==> config.mk <==
export PLATFORM = sky130hd
export DESIGN_NAME = breakpoint_envelope_generator
export DESIGN_NICKNAME = d
export VERILOG_FILES = /design/src/design/bpe_pkg.sv /design/src/design/bpe_ram.sv /design/src/design/bpe_sequencer.sv /design/src/design/bpe_datapath.sv /design/src/design/breakpoint_envelope_generator.sv
export SDC_FILE = /design/constraint.sdc
export NUM_CORES = 2
export LEC_CHECK = 0
export CORE_ASPECT_RATIO = 1.75
export CORE_UTILIZATION = 49
export CTS_CLUSTER_DIAMETER = 150
export CTS_CLUSTER_SIZE = 14
export DETAILED_ROUTE_END_ITERATION = 10
export DONT_BUFFER_PORTS = 1
export GPL_ROUTABILITY_DRIVEN = 0
export PLACE_DENSITY = 0.66
export SYNTH_ARGS = -nofsm -noshare
export SYNTH_HDL_FRONTEND = slang
export SYNTH_SLANG_ARGS = --single-unit
==> constraint.sdc <==
create_clock -name clk -period 8.94 [get_ports clk]
set_input_delay 1.788 -clock clk [delete_from_list [all_inputs] [get_ports clk]]
set_output_delay 1.788 -clock clk [all_outputs]
set_load 0.005 [all_outputs]
==> src/design/bpe_pkg.sv <==
package bpe_pkg;

  // Default sizes, handed to the top level parameters.
  localparam int SEGMENTS_DEF      = 8;
  localparam int LEVEL_BITS_DEF    = 16;
  localparam int DURATION_BITS_DEF = 16;

  // The sample clock and segment start time wrap at 20 bits.
  localparam int TIME_BITS      = 20;
  localparam int CFG_INDEX_BITS = 3;
  localparam int CFG_DATA_BITS  = 16;

  // Command codes carried by an input word. The fourth code does nothing.
  localparam logic [1:0] CMD_TICK    = 2'd0;
  localparam logic [1:0] CMD_RESTART = 2'd1;
  localparam logic [1:0] CMD_LOAD    = 2'd2;

  // Configuration register indexes.
  localparam logic [CFG_INDEX_BITS-1:0] REG_SEGMENT_COUNT   = 3'd0;
  localparam logic [CFG_INDEX_BITS-1:0] REG_LOOP_ENABLE     = 3'd1;
  localparam logic [CFG_INDEX_BITS-1:0] REG_FULL_RESTART    = 3'd2;
  localparam logic [CFG_INDEX_BITS-1:0] REG_SUSTAIN_SEGMENT = 3'd3;
  localparam logic [CFG_INDEX_BITS-1:0] REG_INITIAL_LEVEL   = 3'd4;
  localparam logic [CFG_INDEX_BITS-1:0] REG_STEP_MODE       = 3'd5;

  typedef struct packed {
    logic [1:0]         cmd;
    logic [2:0]         seg_index;
    logic [15:0]        seg_duration;
    logic signed [15:0] seg_level;
  } item_t;

  typedef struct packed {
    logic signed [15:0] level_out;
    logic               finished;
    logic [3:0]         segment_now;
  } result_t;

  // Datapath operations, one per control word.
  typedef enum logic [3:0] {
    OP_NONE,
    OP_LOAD_SEG,
    OP_RESTART,
    OP_ELAPSED,
    OP_LATCH_SEG,
    OP_ADVANCE,
    OP_MUL,
    OP_DIV_INIT,
    OP_DIV_STEP,
    OP_RAMP_SET,
    OP_STEP_SET,
    OP_SET_ENDED,
    OP_FINISH
  } op_t;

  // Jump conditions, one per control word.
  typedef enum logic [3:0] {
    C_NEVER,
    C_ALWAYS,
    C_IS_TICK,
    C_IS_RESTART,
    C_IS_LOAD,
    C_POS_LT_COUNT,
    C_NO_LOOP,
    C_COUNT_ZERO,
    C_ELAPSED_LT_DT,
    C_IS_SUSTAIN,
    C_STEP_MODE,
    C_DIV_MORE,
    C_OUT_BLOCKED
  } cond_t;

  typedef logic [4:0] step_t;

  typedef struct packed {
    op_t   op;
    cond_t cond;
    step_t target;
  } ucode_t;

  // Flags the datapath reports for the jump conditions.
  typedef struct packed {
    logic is_tick;
    logic is_restart;
    logic is_load;
    logic pos_lt_count;
    logic no_loop;
    logic count_zero;
    logic elapsed_lt_dt;
    logic is_sustain;
    logic step_mode;
    logic div_more;
    logic out_blocked;
  } status_t;

  typedef struct packed {
    logic accept;
    op_t  op;
  } ctrl_t;

  // Program addresses.
  localparam step_t ST_DISPATCH    = 5'd0;
  localparam step_t ST_CHK_RESTART = 5'd1;
  localparam step_t ST_CHK_LOAD    = 5'd2;
  localparam step_t ST_NOOP        = 5'd3;
  localparam step_t ST_LOAD        = 5'd4;
  localparam step_t ST_RESTART     = 5'd5;
  localparam step_t ST_TICK        = 5'd6;
  localparam step_t ST_CHK_LOOP    = 5'd7;
  localparam step_t ST_WRAP        = 5'd8;
  localparam step_t ST_FETCH       = 5'd9;
  localparam step_t ST_LATCH       = 5'd10;
  localparam step_t ST_TEST        = 5'd11;
  localparam step_t ST_SUSTAIN     = 5'd12;
  localparam step_t ST_ADVANCE     = 5'd13;
  localparam step_t ST_RAMP        = 5'd14;
  localparam step_t ST_DIV_INIT    = 5'd15;
  localparam step_t ST_DIV         = 5'd16;
  localparam step_t ST_RAMP_SET    = 5'd17;
  localparam step_t ST_STEP_SET    = 5'd18;
  localparam step_t ST_ENDED       = 5'd19;
  localparam step_t ST_DONE        = 5'd20;

  // Control store. Each word runs its operation, then jumps to the target
  // when the condition holds and falls through to the next word otherwise.
  function automatic ucode_t ucode(input step_t s);
    ucode_t w;
    unique case (s)
      ST_DISPATCH:    w = '{OP_NONE,      C_IS_TICK,       ST_TICK};
      ST_CHK_RESTART: w = '{OP_NONE,      C_IS_RESTART,    ST_RESTART};
      ST_CHK_LOAD:    w = '{OP_NONE,      C_IS_LOAD,       ST_LOAD};
      ST_NOOP:        w = '{OP_NONE,      C_ALWAYS,        ST_DONE};
      ST_LOAD:        w = '{OP_LOAD_SEG,  C_ALWAYS,        ST_DONE};
      ST_RESTART:     w = '{OP_RESTART,   C_ALWAYS,        ST_DONE};
      ST_TICK:        w = '{OP_NONE,      C_POS_LT_COUNT,  ST_FETCH};
      ST_CHK_LOOP:    w = '{OP_NONE,      C_NO_LOOP,       ST_ENDED};
      ST_WRAP:        w = '{OP_RESTART,   C_COUNT_ZERO,    ST_DONE};
      ST_FETCH:       w = '{OP_ELAPSED,   C_NEVER,         ST_DONE};
      ST_LATCH:       w = '{OP_LATCH_SEG, C_NEVER,         ST_DONE};
      ST_TEST:        w = '{OP_NONE,      C_ELAPSED_LT_DT, ST_RAMP};
      ST_SUSTAIN:     w = '{OP_NONE,      C_IS_SUSTAIN,    ST_DONE};
      ST_ADVANCE:     w = '{OP_ADVANCE,   C_ALWAYS,        ST_DONE};
      ST_RAMP:        w = '{OP_MUL,       C_STEP_MODE,     ST_STEP_SET};
      ST_DIV_INIT:    w = '{OP_DIV_INIT,  C_NEVER,         ST_DONE};
      ST_DIV:         w = '{OP_DIV_STEP,  C_DIV_MORE,      ST_DIV};
      ST_RAMP_SET:    w = '{OP_RAMP_SET,  C_ALWAYS,        ST_DONE};
      ST_STEP_SET:    w = '{OP_STEP_SET,  C_ALWAYS,        ST_DONE};
      ST_ENDED:       w = '{OP_SET_ENDED, C_ALWAYS,        ST_DONE};
      ST_DONE:        w = '{OP_FINISH,    C_OUT_BLOCKED,   ST_DONE};
      default:        w = '{OP_NONE,      C_ALWAYS,        ST_DONE};
    endcase
    return w;
  endfunction

endpackage

==> src/design/bpe_ram.sv <==
module bpe_ram #(
  parameter int WIDTH = 32,
  parameter int DEPTH = 8
) (
  input  logic                                       clk,
  input  logic                                       we,
  input  logic [((DEPTH > 1) ? $clog2(DEPTH) : 1)-1:0] waddr,
  input  logic [WIDTH-1:0]                           wdata,
  input  logic [((DEPTH > 1) ? $clog2(DEPTH) : 1)-1:0] raddr,
  output logic [WIDTH-1:0]                           rdata
);

  logic [WIDTH-1:0] mem [DEPTH];

  always_ff @(posedge clk) begin
    if (we) begin
      mem[waddr] <= wdata;
    end
    rdata <= mem[raddr];
  end

endmodule

==> src/design/bpe_sequencer.sv <==
module bpe_sequencer
  import bpe_pkg::*;
(
  input  logic    clk,
  input  logic    rst,
  input  logic    item_valid,
  output logic    item_ready,
  input  status_t status,
  output ctrl_t   ctrl
);

  step_t  step;
  step_t  step_next;
  logic   busy;
  logic   busy_next;
  logic   jump;
  ucode_t uw;

  assign uw = ucode(step);

  always_comb begin
    unique case (uw.cond)
      C_NEVER:         jump = 1'b0;
      C_ALWAYS:        jump = 1'b1;
      C_IS_TICK:       jump = status.is_tick;
      C_IS_RESTART:    jump = status.is_restart;
      C_IS_LOAD:       jump = status.is_load;
      C_POS_LT_COUNT:  jump = status.pos_lt_count;
      C_NO_LOOP:       jump = status.no_loop;
      C_COUNT_ZERO:    jump = status.count_zero;
      C_ELAPSED_LT_DT: jump = status.elapsed_lt_dt;
      C_IS_SUSTAIN:    jump = status.is_sustain;
      C_STEP_MODE:     jump = status.step_mode;
      C_DIV_MORE:      jump = status.div_more;
      C_OUT_BLOCKED:   jump = status.out_blocked;
      default:         jump = 1'b0;
    endcase
  end

  // Next step and busy flag.
  always_comb begin
    step_next = step;
    busy_next = busy;
    if (!busy) begin
      if (item_valid) begin
        step_next = ST_DISPATCH;
        busy_next = 1'b1;
      end
    end else begin
      step_next = jump ? uw.target : step_t'(step + 5'd1);
      if (uw.op == OP_FINISH && !status.out_blocked) begin
        busy_next = 1'b0;
      end
    end
  end

  // Outputs.
  always_comb begin
    item_ready  = !busy;
    ctrl.accept = item_valid && !busy;
    ctrl.op     = busy ? uw.op : OP_NONE;
  end

  always_ff @(posedge clk) begin
    if (rst) begin
      busy <= 1'b0;
      step <= ST_DISPATCH;
    end else begin
      busy <= busy_next;
      step <= step_next;
    end
  end

endmodule

==> src/design/bpe_datapath.sv <==
module bpe_datapath
  import bpe_pkg::*;
#(
  parameter int SEGMENTS      = SEGMENTS_DEF,
  parameter int LEVEL_BITS    = LEVEL_BITS_DEF,
  parameter int DURATION_BITS = DURATION_BITS_DEF
) (
  input  logic                      clk,
  input  logic                      rst,
  input  logic                      cfg_we,
  input  logic [CFG_INDEX_BITS-1:0] cfg_index,
  input  logic [CFG_DATA_BITS-1:0]  cfg_data,
  input  item_t                     item,
  output logic                      result_valid,
  input  logic                      result_ready,
  output result_t                   result,
  input  ctrl_t                     ctrl,
  output status_t                   status
);

  localparam int POS_BITS  = $clog2(SEGMENTS + 1);
  localparam int ADDR_BITS = (SEGMENTS > 1) ? $clog2(SEGMENTS) : 1;
  localparam int DIFF_BITS = LEVEL_BITS + 1;
  localparam int SUM_BITS  = LEVEL_BITS + 2;
  localparam int PROD_BITS = DIFF_BITS + TIME_BITS;
  localparam int CNT_BITS  = $clog2(DIFF_BITS + 1);
  localparam int CMP_BITS  = (DURATION_BITS > TIME_BITS) ? DURATION_BITS : TIME_BITS;
  localparam int RAM_WIDTH = DURATION_BITS + LEVEL_BITS;
  localparam longint LVL_MAX = (longint'(1) <<< (LEVEL_BITS - 1)) - 1;
  localparam longint LVL_MIN = -LVL_MAX - 1;
  localparam longint DUR_MAX = (longint'(1) <<< DURATION_BITS) - 1;
  localparam logic [7:0] SEG_LIMIT = 8'(SEGMENTS);

  function automatic logic signed [LEVEL_BITS-1:0] sat_level(input logic signed [15:0] v);
    longint w;
    w = longint'(v);
    if (w > LVL_MAX) begin
      w = LVL_MAX;
    end else if (w < LVL_MIN) begin
      w = LVL_MIN;
    end
    return LEVEL_BITS'(w);
  endfunction

  item_t                         item_r;
  logic [3:0]                    seg_count;
  logic                          loop_en;
  logic                          full_rst;
  logic signed [3:0]             sustain;
  logic signed [LEVEL_BITS-1:0]  init_level;
  logic                          step_mode;

  logic [TIME_BITS-1:0]          sample_time;
  logic [TIME_BITS-1:0]          seg_start;
  logic [POS_BITS-1:0]           seg_pos;
  logic signed [LEVEL_BITS-1:0]  cur_level;
  logic signed [LEVEL_BITS-1:0]  start_level;
  logic                          ended;

  logic [TIME_BITS-1:0]          elapsed_r;
  logic [DURATION_BITS-1:0]      dt_r;
  logic signed [LEVEL_BITS-1:0]  tgt_r;
  logic                          neg_r;
  logic [PROD_BITS-1:0]          prod_r;
  logic [DURATION_BITS-1:0]      rem_r;
  logic [DIFF_BITS-1:0]          quo_r;
  logic [CNT_BITS-1:0]           div_cnt;

  logic [7:0]                    count_eff;
  logic                          out_blocked;
  logic                          ram_we;
  logic [ADDR_BITS-1:0]          ram_waddr;
  logic [ADDR_BITS-1:0]          ram_raddr;
  logic [RAM_WIDTH-1:0]          ram_wdata;
  logic [RAM_WIDTH-1:0]          ram_rdata;
  logic [DURATION_BITS-1:0]      dur_sat;
  logic signed [DIFF_BITS-1:0]   diff;
  logic [DIFF_BITS-1:0]          mag;
  logic [DURATION_BITS:0]        trial;
  logic                          trial_ge;
  logic signed [SUM_BITS-1:0]    q_signed;
  logic signed [SUM_BITS-1:0]    ramp_sum;
  longint                        cur_wide;
  logic signed [15:0]            level_sat16;

  // Segment table: duration in the upper bits, target level in the lower.
  bpe_ram #(
    .WIDTH(RAM_WIDTH),
    .DEPTH(SEGMENTS)
  ) u_table (
    .clk  (clk),
    .we   (ram_we),
    .waddr(ram_waddr),
    .wdata(ram_wdata),
    .raddr(ram_raddr),
    .rdata(ram_rdata)
  );

  always_comb begin
    dur_sat   = (longint'(item_r.seg_duration) > DUR_MAX) ? DURATION_BITS'(DUR_MAX)
                                                          : DURATION_BITS'(item_r.seg_duration);
    ram_wdata = {dur_sat, sat_level($signed(item_r.seg_level))};
    ram_waddr = ADDR_BITS'(item_r.seg_index);
    ram_we    = (ctrl.op == OP_LOAD_SEG) && (8'(item_r.seg_index) < SEG_LIMIT);
    ram_raddr = ADDR_BITS'(seg_pos);
  end

  always_comb begin
    count_eff   = (8'(seg_count) > SEG_LIMIT) ? SEG_LIMIT : 8'(seg_count);
    out_blocked = result_valid && !result_ready;

    diff = DIFF_BITS'(tgt_r) - DIFF_BITS'(start_level);
    mag  = diff[DIFF_BITS-1] ? DIFF_BITS'(-diff) : DIFF_BITS'(diff);

    trial    = {rem_r, quo_r[DIFF_BITS-1]};
    trial_ge = trial >= {1'b0, dt_r};

    q_signed = $signed(SUM_BITS'(quo_r));
    ramp_sum = SUM_BITS'(start_level) + (neg_r ? -q_signed : q_signed);

    cur_wide = longint'(cur_level);
    if (cur_wide > 64'sd32767) begin
      level_sat16 = 16'sh7fff;
    end else if (cur_wide < -64'sd32768) begin
      level_sat16 = 16'sh8000;
    end else begin
      level_sat16 = 16'(cur_wide);
    end
  end

  always_comb begin
    status.is_tick       = item_r.cmd == CMD_TICK;
    status.is_restart    = item_r.cmd == CMD_RESTART;
    status.is_load       = item_r.cmd == CMD_LOAD;
    status.pos_lt_count  = 8'(seg_pos) < count_eff;
    status.no_loop       = !loop_en;
    status.count_zero    = count_eff == 8'd0;
    status.elapsed_lt_dt = CMP_BITS'(elapsed_r) < CMP_BITS'(dt_r);
    status.is_sustain    = !sustain[3] && (8'(sustain[2:0]) == 8'(seg_pos));
    status.step_mode     = step_mode;
    status.div_more      = div_cnt > CNT_BITS'(1);
    status.out_blocked   = out_blocked;
  end

  // Configuration and envelope state.
  always_ff @(posedge clk) begin
    if (rst) begin
      seg_count    <= '0;
      loop_en      <= 1'b0;
      full_rst     <= 1'b0;
      sustain      <= -4'sd1;
      init_level   <= '0;
      step_mode    <= 1'b0;
      sample_time  <= '0;
      seg_start    <= '0;
      seg_pos      <= '0;
      cur_level    <= '0;
      start_level  <= '0;
      ended        <= 1'b0;
      result_valid <= 1'b0;
    end else begin
      if (cfg_we) begin
        unique case (cfg_index)
          REG_SEGMENT_COUNT:   seg_count  <= cfg_data[3:0];
          REG_LOOP_ENABLE:     loop_en    <= cfg_data[0];
          REG_FULL_RESTART:    full_rst   <= cfg_data[0];
          REG_SUSTAIN_SEGMENT: sustain    <= $signed(cfg_data[3:0]);
          REG_INITIAL_LEVEL:   init_level <= sat_level($signed(cfg_data));
          REG_STEP_MODE:       step_mode  <= cfg_data[0];
          default: ;
        endcase
      end

      // A new word in the output register wins over the one leaving it.
      if (ctrl.op == OP_FINISH && !out_blocked) begin
        result_valid <= 1'b1;
      end else if (result_valid && result_ready) begin
        result_valid <= 1'b0;
      end

      unique case (ctrl.op)
        OP_RESTART: begin
          ended       <= 1'b0;
          sample_time <= '0;
          seg_pos     <= '0;
          seg_start   <= '0;
          if (full_rst) begin
            cur_level   <= init_level;
            start_level <= init_level;
          end else begin
            start_level <= cur_level;
          end
        end
        OP_ADVANCE: begin
          seg_start   <= seg_start + TIME_BITS'(dt_r);
          start_level <= tgt_r;
          seg_pos     <= seg_pos + POS_BITS'(1);
        end
        OP_RAMP_SET: begin
          cur_level   <= LEVEL_BITS'(ramp_sum);
          sample_time <= sample_time + TIME_BITS'(1);
        end
        OP_STEP_SET: begin
          cur_level   <= tgt_r;
          sample_time <= sample_time + TIME_BITS'(1);
        end
        OP_SET_ENDED: begin
          ended <= 1'b1;
        end
        default: ;
      endcase
    end
  end

  // Working registers: item, elapsed, segment, product, divider, result.
  always_ff @(posedge clk) begin
    if (ctrl.accept) begin
      item_r <= item;
    end
    unique case (ctrl.op)
      OP_ELAPSED: begin
        elapsed_r <= sample_time - seg_start;
      end
      OP_LATCH_SEG: begin
        dt_r  <= ram_rdata[RAM_WIDTH-1:LEVEL_BITS];
        tgt_r <= $signed(ram_rdata[LEVEL_BITS-1:0]);
      end
      OP_MUL: begin
        neg_r  <= diff[DIFF_BITS-1];
        prod_r <= PROD_BITS'(mag) * PROD_BITS'(elapsed_r);
      end
      OP_DIV_INIT: begin
        // The product is below dt times two to the quotient width, so the
        // upper part already fits under the divisor.
        rem_r   <= DURATION_BITS'(prod_r >> DIFF_BITS);
        quo_r   <= prod_r[DIFF_BITS-1:0];
        div_cnt <= CNT_BITS'(DIFF_BITS);
      end
      OP_DIV_STEP: begin
        rem_r   <= trial_ge ? DURATION_BITS'(trial - {1'b0, dt_r}) : DURATION_BITS'(trial);
        quo_r   <= {quo_r[DIFF_BITS-2:0], trial_ge};
        div_cnt <= div_cnt - CNT_BITS'(1);
      end
      OP_FINISH: begin
        if (!out_blocked) begin
          result.level_out   <= level_sat16;
          result.finished    <= ended;
          result.segment_now <= 4'(seg_pos);
        end
      end
      default: ;
    endcase
  end

endmodule

==> src/design/breakpoint_envelope_generator.sv <==
// Breakpoint envelope generator and step sequencer.
//
// Input words arrive on item_valid/item_ready and carry a command: tick
// advances the envelope by one sample, restart returns to the first segment,
// load writes one entry (duration and target level) of the segment table.
// Every input word yields exactly one result word on result_valid/
// result_ready with the level, the finished flag and the current segment.
// Settings are written through cfg_we/cfg_index/cfg_data while idle.
//
// A short microprogram steps through each command. A ramping tick runs
// through the restoring divider, which retires one quotient bit per cycle.
// A step-mode tick or a segment change skips the divider, and a tick that
// loops back to the first segment first restarts the envelope. The next word
// is taken on the cycle after the result is registered.
//
// If the receiver stalls, the result register holds its word; the block
// still accepts and works on the next input word, then waits in its last
// step until the output register frees up. Reset clears the envelope state
// and settings; the segment table holds nothing until loaded.
module breakpoint_envelope_generator
  import bpe_pkg::*;
#(
  parameter int SEGMENTS      = SEGMENTS_DEF,
  parameter int LEVEL_BITS    = LEVEL_BITS_DEF,
  parameter int DURATION_BITS = DURATION_BITS_DEF
) (
  input  logic                      clk,
  input  logic                      rst,
  input  logic                      cfg_we,
  input  logic [CFG_INDEX_BITS-1:0] cfg_index,
  input  logic [CFG_DATA_BITS-1:0]  cfg_data,
  input  logic                      item_valid,
  output logic                      item_ready,
  input  item_t                     item,
  output logic                      result_valid,
  input  logic                      result_ready,
  output result_t                   result
);

  // Operation strobes from the sequencer and jump flags back from the datapath.
  ctrl_t   ctrl;
  status_t status;

  bpe_sequencer u_seq (
    .clk       (clk),
    .rst       (rst),
    .item_valid(item_valid),
    .item_ready(item_ready),
    .status    (status),
    .ctrl      (ctrl)
  );

  bpe_datapath #(
    .SEGMENTS     (SEGMENTS),
    .LEVEL_BITS   (LEVEL_BITS),
    .DURATION_BITS(DURATION_BITS)
  ) u_dp (
    .clk         (clk),
    .rst         (rst),
    .cfg_we      (cfg_we),
    .cfg_index   (cfg_index),
    .cfg_data    (cfg_data),
    .item        (item),
    .result_valid(result_valid),
    .result_ready(result_ready),
    .result      (result),
    .ctrl        (ctrl),
    .status      (status)
  );

endmodule

==> results.ini <==
[timing]
fin_crit_ps = 8880
worstMarginPinSlew_ps = 1200
finalHoldViolCount = 0
fmax_mhz = 113
slew_violations = 0
setup_viol = 0
slew_headroom_pct = 20.2
post-route-period-util_pct = 99.3
fin_skew_ps = 27.2
rsz0062_at_grt = yes
timing.hold.ws_ps = 403

[synth]
synth_top_area_share_pct = 35.2
synth_top_family_by_area = adder cells
ys_seq_elements = 594
yosys_warnings = 0
yosysTopAreaCell = edfxtp_1
ys_seq_area_share_pct = 43.6
synth_flop_cell = edfxtp_1
syn-cell-area_um2 = 37400
post_synth_num_cell_types = 83
ys_top_cells_by_area = edfxtp_1, fa_1, dfxtp_1, ha_1, inv_1
async_flop_share_pct = 0
syn-num-nets = 3906
synth-edff-count = 438
synthesis.instances = 3377
synth_compound_area_share_pct = 7.78
synth_fa_ha_area_share_pct = 21.1
yosys.area_share.simple_pct = 12.2
synthXorXnorAreaFrac_pct = 3.22
syn_area_per_cell_um2 = 11.1
muxShareOfSynthArea_pct = 5.94

[finish]
design_area_um2 = 41800
layout_commonest_cell = inv_1
antennaDiodeCount = 0
nets = 4019
final_cell_mix = inv_1, edfxtp_1, nand2_1
syn_to_final_growth_pct = 12.0
drive_gt1_share_pct = 14.2

[setup_path]
critPathRequiredTime_ps = 9270
max_stage_delay_ps = 570
cp-start-kind = flop
cp_common_cell = fa_1
crit_fanout = 3
crit_arrival_ps = 9210
cp_slowest_cell = fa_1
worstSetupPathType = reg2reg
end_kind = flop

[floorplanning]
core_region_area_um2 = 75200
ios = 84
row_count = 133
start_util_pct = 49.7
die_w_um = 211
die_h_um = 367
dieArea_um2 = 77400

[clocking]
clk_transition_reported_paths_ps = 70
cts_root_buffer = clkbuf_16
clk_latency_ps = 600
cts.sinks = 594
cts_tree = done
hold_buffers = 0
numCtsBuffers = 48
htreeDepth = 2
cts_buffer_depth = 3

[status]
outcome = finished clean

[route]
wire_per_inst_um = 20.1
viasPerCell = 5.50
wl_um = 91300
ant_nets = 0
drc = 0
drt_pre_antenna_iters = 7
vias = 25000
first_iter_violations = 1337

[place]
io_buffers = 0
dp_hpwl_um = 69300
dpl-instance-area_um2 = 39800

[run]
maxCapViolations = 0

[grt]
gr-total-overflow = 0
grt_pass1_vias = 26600
grt_usage_pct = 24.3
antenna_found_initial = 1
grt_first_pass_wirelength_um = 145000
grt_max_degree = 112

[pwr]
static-leakage-power_uw = 0.0168
worst_ir_drop_vdd_mv = 0.183
powerDensity_nw_per_um2 = 131

[min_path]
hold_path.class = reg2reg

per-stage QoR:
stage / std cells / TNS [ps] / utilization, % / worst slack (ps) / total power (uW)
after CTS: 4529 / -0.577 / 55.1 / -0.577 / 5500
after global routing: 4541 / -691 / 55.6 / -306 / 5670
after floorplan: 3377 / -39.0 / - / -39.0 / 3370
after global placement: 4423 / -619 / 52.9 / -302 / 3510
final: 4541 / 0 / 55.6 / 61.5 / 5480
after detailed placement: 4423 / -892 / 52.9 / -416 / 3510
cell type report:
cell class / count / area, um^2
clock buffer: 86 / 1340
clock inverter: 3 / 58.8
fill: 6538 / 33400
inverter: 453 / 1700
multi-input combinational: 2166 / 19400
sequential: 594 / 16300
tap: 1012 / 1270
timing repair buffer: 227 / 1800
state kept, by name, indices dropped and copies added (netlist names), 17 cells and up:
name,flops
u_dp.prod_r,33
u_dp.u_table.mem,256
u_dp.seg_start,20
u_dp.item_r,18
u_dp.elapsed_r,20
u_dp.quo_r,17
u_dp.sample_time,20
u_dp.u_table.rdata,32
u_dp.result,21
path summary, 6_finish.rpt:
path / endpoint / slack, ps / cells past startpoint / startpoint
max: u_dp.prod_r[32] / 60 / 35 / u_dp.tgt_r[0]
min: u_dp.tgt_r[13] / 400 / 0 / u_dp.u_table.rdata[13]
max reg2reg: u_dp.prod_r[32] / 60 / 35 / u_dp.tgt_r[0]
min reg2reg: u_dp.tgt_r[13] / 400 / 0 / u_dp.u_table.rdata[13]
power by group:
| part | switching, uW | internal [uW] |
|---|---|---|
| combinational | 263 | 218 |
| clock | 965 | 1020 |
| sequential | 30.8 | 2980 |
| total | 1260 | 4230 |
worst max-delay path, delay by kind of cell, from the launching register on:
kind / cells / cell delay, ps
buffers and inverters: 5 / 430
and+or+nand+nor: 8 / 1500
DFF: 1 / 350
xor gates and xnor gates: 2 / 390
AOI/OAI and AO/OA: 11 / 2130
adders and majority gates: 9 / 3810
per-layer routing:
metal / global-route usage (%) / up-vias / share of wire (%)
li1: - / 11600 / -
met1: 26.0 / 12500 / 36
met2: 47.1 / 585 / 56
met3: 2.80 / 222 / 3.8
met4: 10.6 / 0 / 4.5
met5: 0 / - / 0
synthesized netlist by cell type (all sizes together) (4+ instances only):
cell type / instances
a21oi: 113
nor4: 5
o211ai: 9
nand2b: 53
nor3: 44
nor2: 208
mux2: 38
edfxtp: 438
or2: 16
xor2: 38
and2b: 7
o21bai: 10
buf: 13
clkbuf: 151
nor2b: 46
and3: 17
nand4: 16
o31ai: 15
and2: 87
a211oi: 17
a31oi: 13
inv: 453
mux4: 64
dfxtp: 156
or4: 5
a221o: 4
nand3: 49
or3: 17
a21boi: 6
a22oi: 27
o21a: 18
o21ai: 104
a21o: 36
a221oi: 16
o2111ai: 7
xnor2: 95
mux2i: 35
nand2: 407
a41o: 5
ha: 199
fa: 269
kinds of logic after synthesis:
group                    Yosys count
AO/OA/AOI/OAI                    441
XOR/XNOR                         134
adder cells (fa/ha/maj)          468
buffers and inverters            617
flip-flops                       594
multiplexers                     137
AND/OR/NAND/NOR                  986
what timing repair did:
item / 4_1_cts / 5_1_grt
pin swaps: 43 / 47
buffers inserted: 17 / 13
gates cloned: 0 / 0
endpoints found under the setup margin: 4 / 3
resized for setup: 40 / 55
(Power assumes the default switching activity.)
